## src/sv/debounced_key_slot_transmitter_assert.svh

```systemverilog
// Assertion macros shared by the debounced key slot transmitter modules.
`ifndef DEBOUNCED_KEY_SLOT_TRANSMITTER_ASSERT_SVH
`define DEBOUNCED_KEY_SLOT_TRANSMITTER_ASSERT_SVH
`ifndef ASSERT_OFF
`define DKST_ASSERT(lbl, clk, rstn, prop, msg) \
  lbl: assert property (@(posedge clk) disable iff (!rstn) prop) else $error(msg);
`define DKST_ASSERT_NEVER(lbl, clk, rstn, expr, msg) \
  lbl: assert property (@(posedge clk) disable iff (!rstn) !(expr)) else $error(msg);
`else
`define DKST_ASSERT(lbl, clk, rstn, prop, msg)
`define DKST_ASSERT_NEVER(lbl, clk, rstn, expr, msg)
`endif
`endif

```

## src/sv/dkst_pkg.sv

```systemverilog
// Package with widths, limits and register codes of the debounced key slot transmitter.
`default_nettype none
package dkst_pkg;
  localparam int unsigned InputW     = 12;
  localparam int unsigned CountW     = 8;
  localparam int unsigned SlotW      = 4;
  localparam int unsigned SlotCnt    = 2 ** SlotW;
  localparam int unsigned NumKeysDef = 12;
  localparam logic [CountW-1:0] CountMax       = '1;
  localparam logic [CountW-1:0] DebounceRstVal = 8'd50;
  localparam logic [CountW-1:0] SlotRstVal     = 8'd10;

  typedef enum logic {
    RegDebounce = 1'b0,
    RegSlot     = 1'b1
  } reg_idx_e;

  typedef struct packed {
    logic [SlotW-1:0] key_code;
    logic [SlotW-1:0] slot_index;
  } result_t;
endpackage
`default_nettype wire

```

## src/sv/dkst_lane.sv

```systemverilog
// One key debouncer lane: level history, saturating stability counter and pressed flag.
`default_nettype none
module dkst_lane import dkst_pkg::*; (
  input  wire logic              clk_i,
  input  wire logic              rst_ni,
  input  wire logic              en_i,
  input  wire logic              level_i,
  input  wire logic [CountW-1:0] debounce_ticks_i,
  output logic                   pressed_next_o
);
  logic              prev_q, prev_d;
  logic [CountW-1:0] cnt_q, cnt_d;
  logic              pressed_q;

  always_comb begin
    if (level_i != prev_q) begin
      cnt_d = '0;
    end else if (cnt_q != CountMax) begin
      cnt_d = cnt_q + 1'b1;
    end else begin
      cnt_d = cnt_q;
    end
    prev_d = level_i;
    pressed_next_o = (cnt_d > debounce_ticks_i) ? !level_i : pressed_q;
  end

  always_ff @(posedge clk_i or negedge rst_ni) begin
    if (!rst_ni) begin
      prev_q    <= 1'b1;
      cnt_q     <= '0;
      pressed_q <= 1'b0;
    end else if (en_i) begin
      prev_q    <= prev_d;
      cnt_q     <= cnt_d;
      pressed_q <= pressed_next_o;
    end
  end

`include "debounced_key_slot_transmitter_assert.svh"
  `DKST_ASSERT(a_change_clears, clk_i, rst_ni, (en_i && level_i != prev_q) |=> (cnt_q == '0), "Level change did not clear the counter.")
  `DKST_ASSERT_NEVER(a_flag_max_hold, clk_i, rst_ni, (en_i && debounce_ticks_i == CountMax && pressed_next_o != pressed_q), "Pressed flag changed at maximal debounce.")
endmodule
`default_nettype wire

```

## src/sv/dkst_merge.sv

```systemverilog
// Slot timer, round-robin slot select over the lanes and the output register with skid stage.
`default_nettype none
module dkst_merge import dkst_pkg::*; #(
  parameter int unsigned NUM_KEYS = NumKeysDef
) (
  input  wire logic                clk_i,
  input  wire logic                rst_ni,
  input  wire logic                accept_i,
  input  wire logic [NUM_KEYS-1:0] pressed_next_i,
  input  wire logic [CountW-1:0]   slot_ticks_i,
  output logic                     in_ready_o,
  output logic                     out_valid_o,
  input  wire logic                out_ready_i,
  output result_t                  result_o
);
  logic [CountW-1:0]  elapsed_q, elapsed_d, elapsed_inc;
  logic [SlotW-1:0]   slot_q, slot_d;
  logic [SlotCnt-1:0] pressed_pad;
  logic               fire, push, out_load;
  result_t            res_new, out_q, out_d, skid_q, skid_d;
  logic               out_valid_q, out_valid_d, skid_valid_q, skid_valid_d;

  assign pressed_pad = SlotCnt'(pressed_next_i);

  always_comb begin
    elapsed_inc = (elapsed_q != CountMax) ? elapsed_q + 1'b1 : elapsed_q;
    fire        = (elapsed_inc >= slot_ticks_i);
    push        = accept_i && fire;
    elapsed_d   = elapsed_q;
    slot_d      = slot_q;
    if (accept_i) begin
      elapsed_d = fire ? '0 : elapsed_inc;
      if (fire) begin
        slot_d = (slot_q == SlotW'(NUM_KEYS - 1)) ? '0 : slot_q + 1'b1;
      end
    end
    res_new.slot_index = slot_q;
    res_new.key_code   = pressed_pad[slot_q] ? slot_q + 1'b1 : '0;
  end

  always_comb begin
    out_load     = !out_valid_q || out_ready_i;
    out_d        = out_q;
    out_valid_d  = out_valid_q;
    skid_d       = skid_q;
    skid_valid_d = skid_valid_q;
    if (out_load) begin
      if (skid_valid_q) begin
        out_d        = skid_q;
        out_valid_d  = 1'b1;
        skid_d       = res_new;
        skid_valid_d = push;
      end else begin
        out_d       = res_new;
        out_valid_d = push;
      end
    end else if (push) begin
      skid_d       = res_new;
      skid_valid_d = 1'b1;
    end
  end

  always_ff @(posedge clk_i or negedge rst_ni) begin
    if (!rst_ni) begin
      elapsed_q    <= '0;
      slot_q       <= '0;
      out_valid_q  <= 1'b0;
      skid_valid_q <= 1'b0;
    end else begin
      elapsed_q    <= elapsed_d;
      slot_q       <= slot_d;
      out_valid_q  <= out_valid_d;
      skid_valid_q <= skid_valid_d;
    end
  end

  always_ff @(posedge clk_i) begin
    out_q  <= out_d;
    skid_q <= skid_d;
  end

  assign in_ready_o  = !skid_valid_q;
  assign out_valid_o = out_valid_q;
  assign result_o    = out_q;

`include "debounced_key_slot_transmitter_assert.svh"
  `DKST_ASSERT(a_skid_behind_out, clk_i, rst_ni, skid_valid_q |-> out_valid_q, "Skid stage holds a result while the output register is empty.")
  `DKST_ASSERT(a_slot_range, clk_i, rst_ni, slot_q <= SlotW'(NUM_KEYS - 1), "Current slot out of range.")
  `DKST_ASSERT(a_fire_restarts, clk_i, rst_ni, push |=> (elapsed_q == '0), "Slot timer did not restart after a transmission.")
  `DKST_ASSERT(a_code_matches, clk_i, rst_ni, (out_valid_q && out_q.key_code != '0) |-> (out_q.key_code == out_q.slot_index + 1'b1), "Key code does not match its slot.")
endmodule
`default_nettype wire

```

## src/sv/debounced_key_slot_transmitter.sv

```systemverilog
// Top level of the debounced key slot transmitter: configuration registers, lanes and merge.
//
// Each transfer on the input channel (in_valid_i, in_ready_o, key_levels_i) is one
// millisecond tick with the raw active-low key levels. All key debouncers update in
// parallel, one lane per key, so one tick is accepted every clock cycle while in_ready_o
// is high. A slot timer counts ticks; when it reaches slot_ticks, one result is sent on
// the output channel (out_valid_o, out_ready_i, key_code_o, slot_index_o) for the
// current slot, and the slot moves round-robin to the next key. Ticks that end no slot
// give no result. A result is registered in the output register or the skid stage. When
// the receiver stalls, one further result is held in a skid stage and ticks are still
// taken; only once the skid stage is full does in_ready_o fall. Reset clears all keys to
// released, the counters and the slot timer to zero, and the registers to a debounce of
// 50 ticks and a slot period of 10 ticks. The user writes the registers through the APB port
// at byte addresses 0 and 4 only while the block is idle; the block does not enforce it.
`default_nettype none
module debounced_key_slot_transmitter import dkst_pkg::*; #(
  parameter int unsigned NUM_KEYS = NumKeysDef
) (
  input  wire logic              clk_i,
  input  wire logic              rst_ni,
  input  wire logic              in_valid_i,
  output logic                   in_ready_o,
  input  wire logic [InputW-1:0] key_levels_i,
  output logic                   out_valid_o,
  input  wire logic              out_ready_i,
  output logic [SlotW-1:0]       key_code_o,
  output logic [SlotW-1:0]       slot_index_o,
  input  wire logic              psel,
  input  wire logic              penable,
  input  wire logic              pwrite,
  input  wire logic [2:0]        paddr,
  input  wire logic [31:0]       pwdata,
  output logic [31:0]            prdata,
  output logic                   pready
);
  logic [CountW-1:0]   debounce_q, slot_ticks_q;
  logic                accept, wr_en;
  logic [NUM_KEYS-1:0] pressed_next;
  reg_idx_e            reg_idx;
  result_t             result;

  assign pready  = 1'b1;
  assign wr_en   = psel && penable && pwrite && pready;
  assign reg_idx = reg_idx_e'(paddr[2]);

  always_ff @(posedge clk_i or negedge rst_ni) begin
    if (!rst_ni) begin
      debounce_q   <= DebounceRstVal;
      slot_ticks_q <= SlotRstVal;
    end else if (wr_en) begin
      unique case (reg_idx)
        RegDebounce: debounce_q   <= pwdata[CountW-1:0];
        RegSlot:     slot_ticks_q <= pwdata[CountW-1:0];
        default:     ;
      endcase
    end
  end

  always_comb begin
    unique case (reg_idx)
      RegDebounce: prdata = 32'(debounce_q);
      RegSlot:     prdata = 32'(slot_ticks_q);
      default:     prdata = '0;
    endcase
  end

  assign accept = in_valid_i && in_ready_o;

  for (genvar k = 0; k < NUM_KEYS; k++) begin : g_lane
    logic level;
    if (k < InputW) begin : g_pin
      assign level = key_levels_i[k];
    end else begin : g_tied
      assign level = 1'b1;
    end
    dkst_lane u_lane (
      .clk_i            (clk_i),
      .rst_ni           (rst_ni),
      .en_i             (accept),
      .level_i          (level),
      .debounce_ticks_i (debounce_q),
      .pressed_next_o   (pressed_next[k])
    );
  end

  dkst_merge #(
    .NUM_KEYS (NUM_KEYS)
  ) u_merge (
    .clk_i          (clk_i),
    .rst_ni         (rst_ni),
    .accept_i       (accept),
    .pressed_next_i (pressed_next),
    .slot_ticks_i   (slot_ticks_q),
    .in_ready_o     (in_ready_o),
    .out_valid_o    (out_valid_o),
    .out_ready_i    (out_ready_i),
    .result_o       (result)
  );

  assign key_code_o   = result.key_code;
  assign slot_index_o = result.slot_index;
endmodule
`default_nettype wire
```

## config.mk

```make
export PLATFORM = sky130hd
export DESIGN_NAME = debounced_key_slot_transmitter
export DESIGN_NICKNAME = d
export VERILOG_FILES = /design/src/sv/dkst_pkg.sv /design/src/sv/dkst_lane.sv /design/src/sv/dkst_merge.sv /design/src/sv/debounced_key_slot_transmitter.sv
export VERILOG_INCLUDE_DIRS = /design/src /design/src/sv
export SDC_FILE = /design/constraint.sdc
export NUM_CORES = 1
export LEC_CHECK = 0
export CORE_MARGIN = 2
export CORE_UTILIZATION = 40
export DETAILED_ROUTE_END_ITERATION = 12
export DONT_BUFFER_PORTS = 1
export PLACE_DENSITY = 0.65
export SYNTH_ARGS = -nofsm -noshare
export SYNTH_HDL_FRONTEND = slang
export SYNTH_SLANG_ARGS = --single-unit
```

## constraint.sdc

```tcl
create_clock -name clk_i -period 4.3 [get_ports clk_i]
set_clock_uncertainty 0.05 [all_clocks]
set_input_delay 0.86 -clock clk_i [delete_from_list [all_inputs] [get_ports clk_i]]
set_output_delay 0.86 -clock clk_i [all_outputs]
set_load 0.02 [all_outputs]
```

Word-level counts from Yosys, hierarchy flattened --
Cells that the tools add are included.
Word-level totals: bits in registers 166, RAM bits 0, latch bits 0, memory bits (read-only) 0, memories 0, word-level logic and storage cells 177, bits of input ports 54
Cells by class: shift-type cells 0, equal/unequal tests 27, multipliers 0, div/mod/pow operators 0, magnitude comparators 14, muxes and demuxes 51, bitwise gates (word level) 1, add/sub/neg operators 14, reduce and logical (&&, ||, !) cells 24
Operators with widths (number):
- $mux W8 | 30
- $add A8 B1 Y8 const B | 13
- $ne A8 B8 Y1 const B | 13
- $gt A8 B8 Y1 | 12
- $pmux W32 S2 | 1
- $mux W1 | 17
- $logic_not A1 Y1 | 14
- $ne A1 B1 Y1 | 12
- $ge A8 B8 Y1 | 1
- $mux W4 | 2
- $reduce_and A2 Y1 | 4
- $lt A4 B5 Y1 const B | 1
- $add A4 B1 Y4 const B | 1
- $bmux W1 S4 | 1
- $eq A4 B4 Y1 const B | 1
- $logic_and A1 B1 Y1 | 4
- $ne A2 B2 Y1 const B | 1
- $reduce_bool A2 Y1 | 1
- $logic_or A1 B1 Y1 | 1
- $not A1 Y1 | 1

Depth between registers and ports, before layout --
depth in word-level cells 10, mapped depth 18, mapped depth without buffers 17

Modules after synthesis --
Synthesis repeated with hierarchy kept, for this count alone.
Second synthesis, totals: cell total of the unflattened synthesis 1405, area, all modules 13362.8 um2
Modules (own cells, without submodules):
- dkst_lane at g_lane[1].u_lane ... | seq. area each 251.5 um2, cells an instance 98, times used 7, area each 887.1 um2
- dkst_lane at g_lane[0].u_lane ... | seq. area each 251.5 um2, cells an instance 97, times used 5, area each 887.1 um2
- dkst_merge | seq. area each 830.8 um2, cells an instance 163, times used 1, area each 1783.0 um2
- debounced_key_slot_transmitter | seq. area each 406.6 um2, cells an instance 71, times used 1, area each 934.6 um2

Worst setup path after synthesis --
Ideal clock, no wire load.
path type register to register, start point register g_lane[10].u_lane.cnt_q[0], end point register u_merge.out_q, in the netlist u_merge.result_o[7] (data pin), cell stages (with the launch flop) 16, buffers on the path 0, arrival time 3164 ps, slack 831 ps, clock period less this slack 3469 ps, setup time 255 ps, path through dfrtp_1 -> ha_1 -> and3_1 -> and3_1 -> nand3_1 -> nand4_1 -> xor2_1 -> nor2_1 -> ha_1 -> a41oi_1 -> a21oi_1 -> o22a_1 -> mux2i_1 -> o311a_1 -> mux2_2 -> a31o_1
Between the ends: longest elaborated chain between the ends 9
RTL lines:
- start: declaration | RTL line dkst_lane.sv:12 | logic [CountW-1:0] cnt_q, cnt_d;
- start signal: assignment | RTL line dkst_lane.sv:34 | cnt_q <= cnt_d;
- $add A8 B1 Y8 / $ne A8 B8 Y1 (equally long branches) | RTL line dkst_lane.sv:19, dkst_lane.sv:18
- $mux W8 * | RTL line dkst_lane.sv:18 | end else if (cnt_q != CountMax) begin
- $mux W8 * | RTL line dkst_lane.sv:16 | if (level_i != prev_q) begin
- net g_lane[10].u_lane.cnt_d[3] | RTL line dkst_lane.sv:12
- $gt A8 B8 Y1 * | RTL line dkst_lane.sv:24 | pressed_next_o = (cnt_d > debounce_ticks_i) ? !level_i : pressed_q;
- $mux W1 * | RTL line dkst_lane.sv:24
- $bmux W1 S4 * | RTL line dkst_merge.sv:38 | res_new.key_code = pressed_pad[slot_q] ? slot_q + 1'b1 : '0;
- $mux W1 (not written as such) * | RTL line dkst_merge.sv:38
- $mux W4 * | RTL line dkst_merge.sv:38
- $mux W8 * | RTL line dkst_merge.sv:48 | if (skid_valid_q) begin
- end signal: assignment | RTL line dkst_merge.sv:78 | out_q <= out_d;
- end: declaration | RTL line dkst_merge.sv:20 | result_t res_new, out_q, out_d, skid_q, skid_d;
The timed path passes the listed nets; every way through them passes the cells marked *. The select of a mux whose other input is x is not followed. A chain may end at the register's enable or synchronous reset.

Worst setup path after layout --
start point register g_lane[0].u_lane.cnt_q[0], end point register u_merge.out_q, in the netlist u_merge.result_o[5] (data pin)
Between the ends: longest elaborated chain between the ends 9
RTL lines (RTL line):
- start: declaration | dkst_lane.sv:12
- start signal: assignment | dkst_lane.sv:34
- $add A8 B1 Y8 / $ne A8 B8 Y1 (equally long branches) | dkst_lane.sv:19, dkst_lane.sv:18
- $mux W8 * | dkst_lane.sv:18
- $mux W8 * | dkst_lane.sv:16
- net g_lane[0].u_lane.cnt_d[3] | dkst_lane.sv:12
- $gt A8 B8 Y1 * | dkst_lane.sv:24
- $mux W1 * | dkst_lane.sv:24
- $bmux W1 S4 * | dkst_merge.sv:38
- $mux W1 (not written as such) * | dkst_merge.sv:38
- $mux W4 * | dkst_merge.sv:38
- $mux W8 * | dkst_merge.sv:48
Marks and branches as above.

==> run metrics <==
status=complete, no violations; commonest non-fill, non-tap cell in the layout=nand2_1; pin slew with the least headroom to its limit=896 ps; Setup violations, final=0; initial DRC count=527; fmax=0.254 GHz; Worst Hold Class=in2async; Final HPWL DP=18400 um; Setup Total Neg Slack=0 ps; CP max FO=7; first-pass GRT wire length=44100 um; synth unique cells=75; cell taking the most area after synthesis=dfrtp_1; Async S/R FF share, synth=90.4%; Synth area leaders=dfrtp_1 28%, ha_1 13%, mux2_2 5.8%; Synth warnings=0; Clock Latency Late Sink=440 ps; total core area=0.0289 sq mm; most frequent cells in the layout=168 x nand2_1, 133 x dfrtp_1, 118 x ha_1; worst path arrival time=4070 ps; final worst path period share=91.6%; Routed WL=26400 um; post-CTS setup buffer count=0; Synth top area share=28.3%; Rel. slew slack=40.3%; Worst-path clk slew=70 ps; Port Buffers=0; crit path kind=reg2reg; unrepaired setup endpoints after global routing=false; reg2reg start=g_lane[0].u_lane.cnt_q[0]; DR vias/cell=5.46; largest net degree at the start of global routing=151; htree depth=4; DR vias=9010; CTS resizes=0; CP startpoint kind=register; GP Congestion=0.811; LEAKAGE=5.72 nW; max_cap viols=0; site row count=62; TritonCTS buffer count=17; CTS tree=built; dpl ws=367 ps; minimum clock period=3940 ps; TritonCTS Sinks=166; Synth Area per Inst=9.33 sq um; cts hold-fix bufs=0; WL per Instance=16.0 um; total track usage=17.7%; Die ar.=0.0308 sq mm; initial core utilization=40.8%; clk buf depth=2; Area Overhead vs Synth=8.02%; Net count, final=1425; Slew Viols, Final=0; Final Hold Vio Count=0; Netlist Area Pre-Place=0.0118 sq mm; clk root buf=clkbuf_16; share of post-route cells with drive strength above 1=12.4%; I/O pins=97; initial antenna violation count=0; DRT Pass-1 Iters=5; Peak VDD IR=0.340 mV; Post-synth EDFFs=16; post-route ant nets=0; Overall Power=0.00563 W; design area=0.0127 sq mm; vias in the first global route=8904; Yosys reg bits=166; DIE WIDTH=176 um; Core Util, Final=44.1%; crit end category=register; post-synthesis sequential area ratio=36.1%; Post-Syn Instances=1262; setup ws final=360 ps; Critical Path RT=4430 ps; DP Area=0.0121 sq mm; pwr dens=443 mW/mm^2; residual DRC count=0; Ant. Diodes=0; grt total ovfl=0; predominant post-synthesis flop cell=dfrtp_1; Worst Setup SP=g_lane[0].u_lane.cnt_q[0]; Die H=176 um
==> cell type report <==
| class | instances | area (sq um) |
|---|---|---|
| well taps | 384 | 480 |
| multi-input cells | 1020 | 7130 |
| flip-flops and latches | 166 | 4260 |
| inverters | 30 | 113 |
| fillers | 2801 | 16100 |
| clock buffers | 22 | 474 |
| clock inverters | 10 | 121 |
| repair buffers | 18 | 148 |
==> per-stage QoR <==
stage          hold slack (ps)  cells
3_5_place_dp               406   1618
5_1_grt                   45.5   1650
3_3_place_gp               403   1618
4_1_cts                   44.8   1650
2_1_floorplan              396   1285
6_report                  64.2   1650
==> logic make-up after synthesis <==
family / synth area share (%)
fa+ha+maj: 12.5
flops: 36.1
other cells: 0.0638
xor+xnor: 4.54
compound gates: 15.4
mux: 8.47
simple gates: 18.7
buf+inv: 4.19
==> cell usage after synthesis, types with 4 or more instances <==
cell type,instances
a21o_1,7
o31ai_1,52
and3_1,32
o21a_1,9
buf_4,26
nand3b_1,4
nor3_1,17
mux2_2,61
edfxtp_1,16
inv_1,30
nand2b_1,25
a211oi_1,5
nor3b_1,4
dfrtp_1,133
a21oi_2,5
nand4_1,35
o22ai_1,4
nor2_1,88
dfstp_2,17
mux2i_1,31
xor2_1,42
ha_1,118
o211ai_1,6
nor2b_1,14
a21oi_1,55
clkbuf_1,37
a31oi_1,13
nand2_1,169
o21ai_0,72
xnor2_1,19
nand3_1,49
and2_1,4
==> sequential cells by signal (all words and copies together), names as in the netlist <==
name,flops
u_merge.out_valid_o,1
u_merge.elapsed_q,8
g_lane.u_lane.cnt_q,96
u_merge.skid_q,8
slot_ticks_q,8
u_merge.skid_valid_q,1
debounce_q,8
g_lane.u_lane.prev_q,12
g_lane.u_lane.pressed_q,12
u_merge.slot_q,4
u_merge.result_o,8
==> critical path: stages (launching register included) <==
cell and delay [ps]:
dfrtp_1 440, ha_1 240, and3_1 200, and3_1 220
nand3_2 140, nand4_1 120, xor2_1 230, nor2_1 90
ha_1 320, a21oi_1 150, a21oi_1 100, o22ai_2 180
mux2i_1 520, a211oi_2 170, a41oi_4 380, o21ai_1 120
==> power breakdown <==
group          switching (W)  total [W]  internal (W)
clock network       0.000667    0.00157      0.000905
logic                0.00105    0.00182      0.000770
registers           0.000345    0.00224       0.00190
==> path summary, 6_finish.rpt <==
path | endpoint | slack [ps] | cells after the start
min in group clk_i | g_lane[2].u_lane.prev_q | 420 | 2
max reg2reg | u_merge.result_o[5] | 360 | 15
min reg2reg | g_lane[2].u_lane.prev_q | 420 | 2
min | u_merge.elapsed_q[1] | 60 | 0
max | u_merge.result_o[5] | 360 | 15
max in group asynchronous | g_lane[0].u_lane.prev_q | 3720 | 0
==> routing by layer <==
| metal | track usage (%) | up-vias | wire length (um) |
|---|---|---|---|
| met5 | 0 | - | 0 |
| met3 | 3.64 | 30 | 941 |
| li1 | - | 4535 | - |
| met4 | 5.68 | 0 | 510 |
| met2 | 30.1 | 134 | 12500 |
| met1 | 22.6 | 4311 | 12400 |
Note: power is estimated with default switching activity, not from simulation.
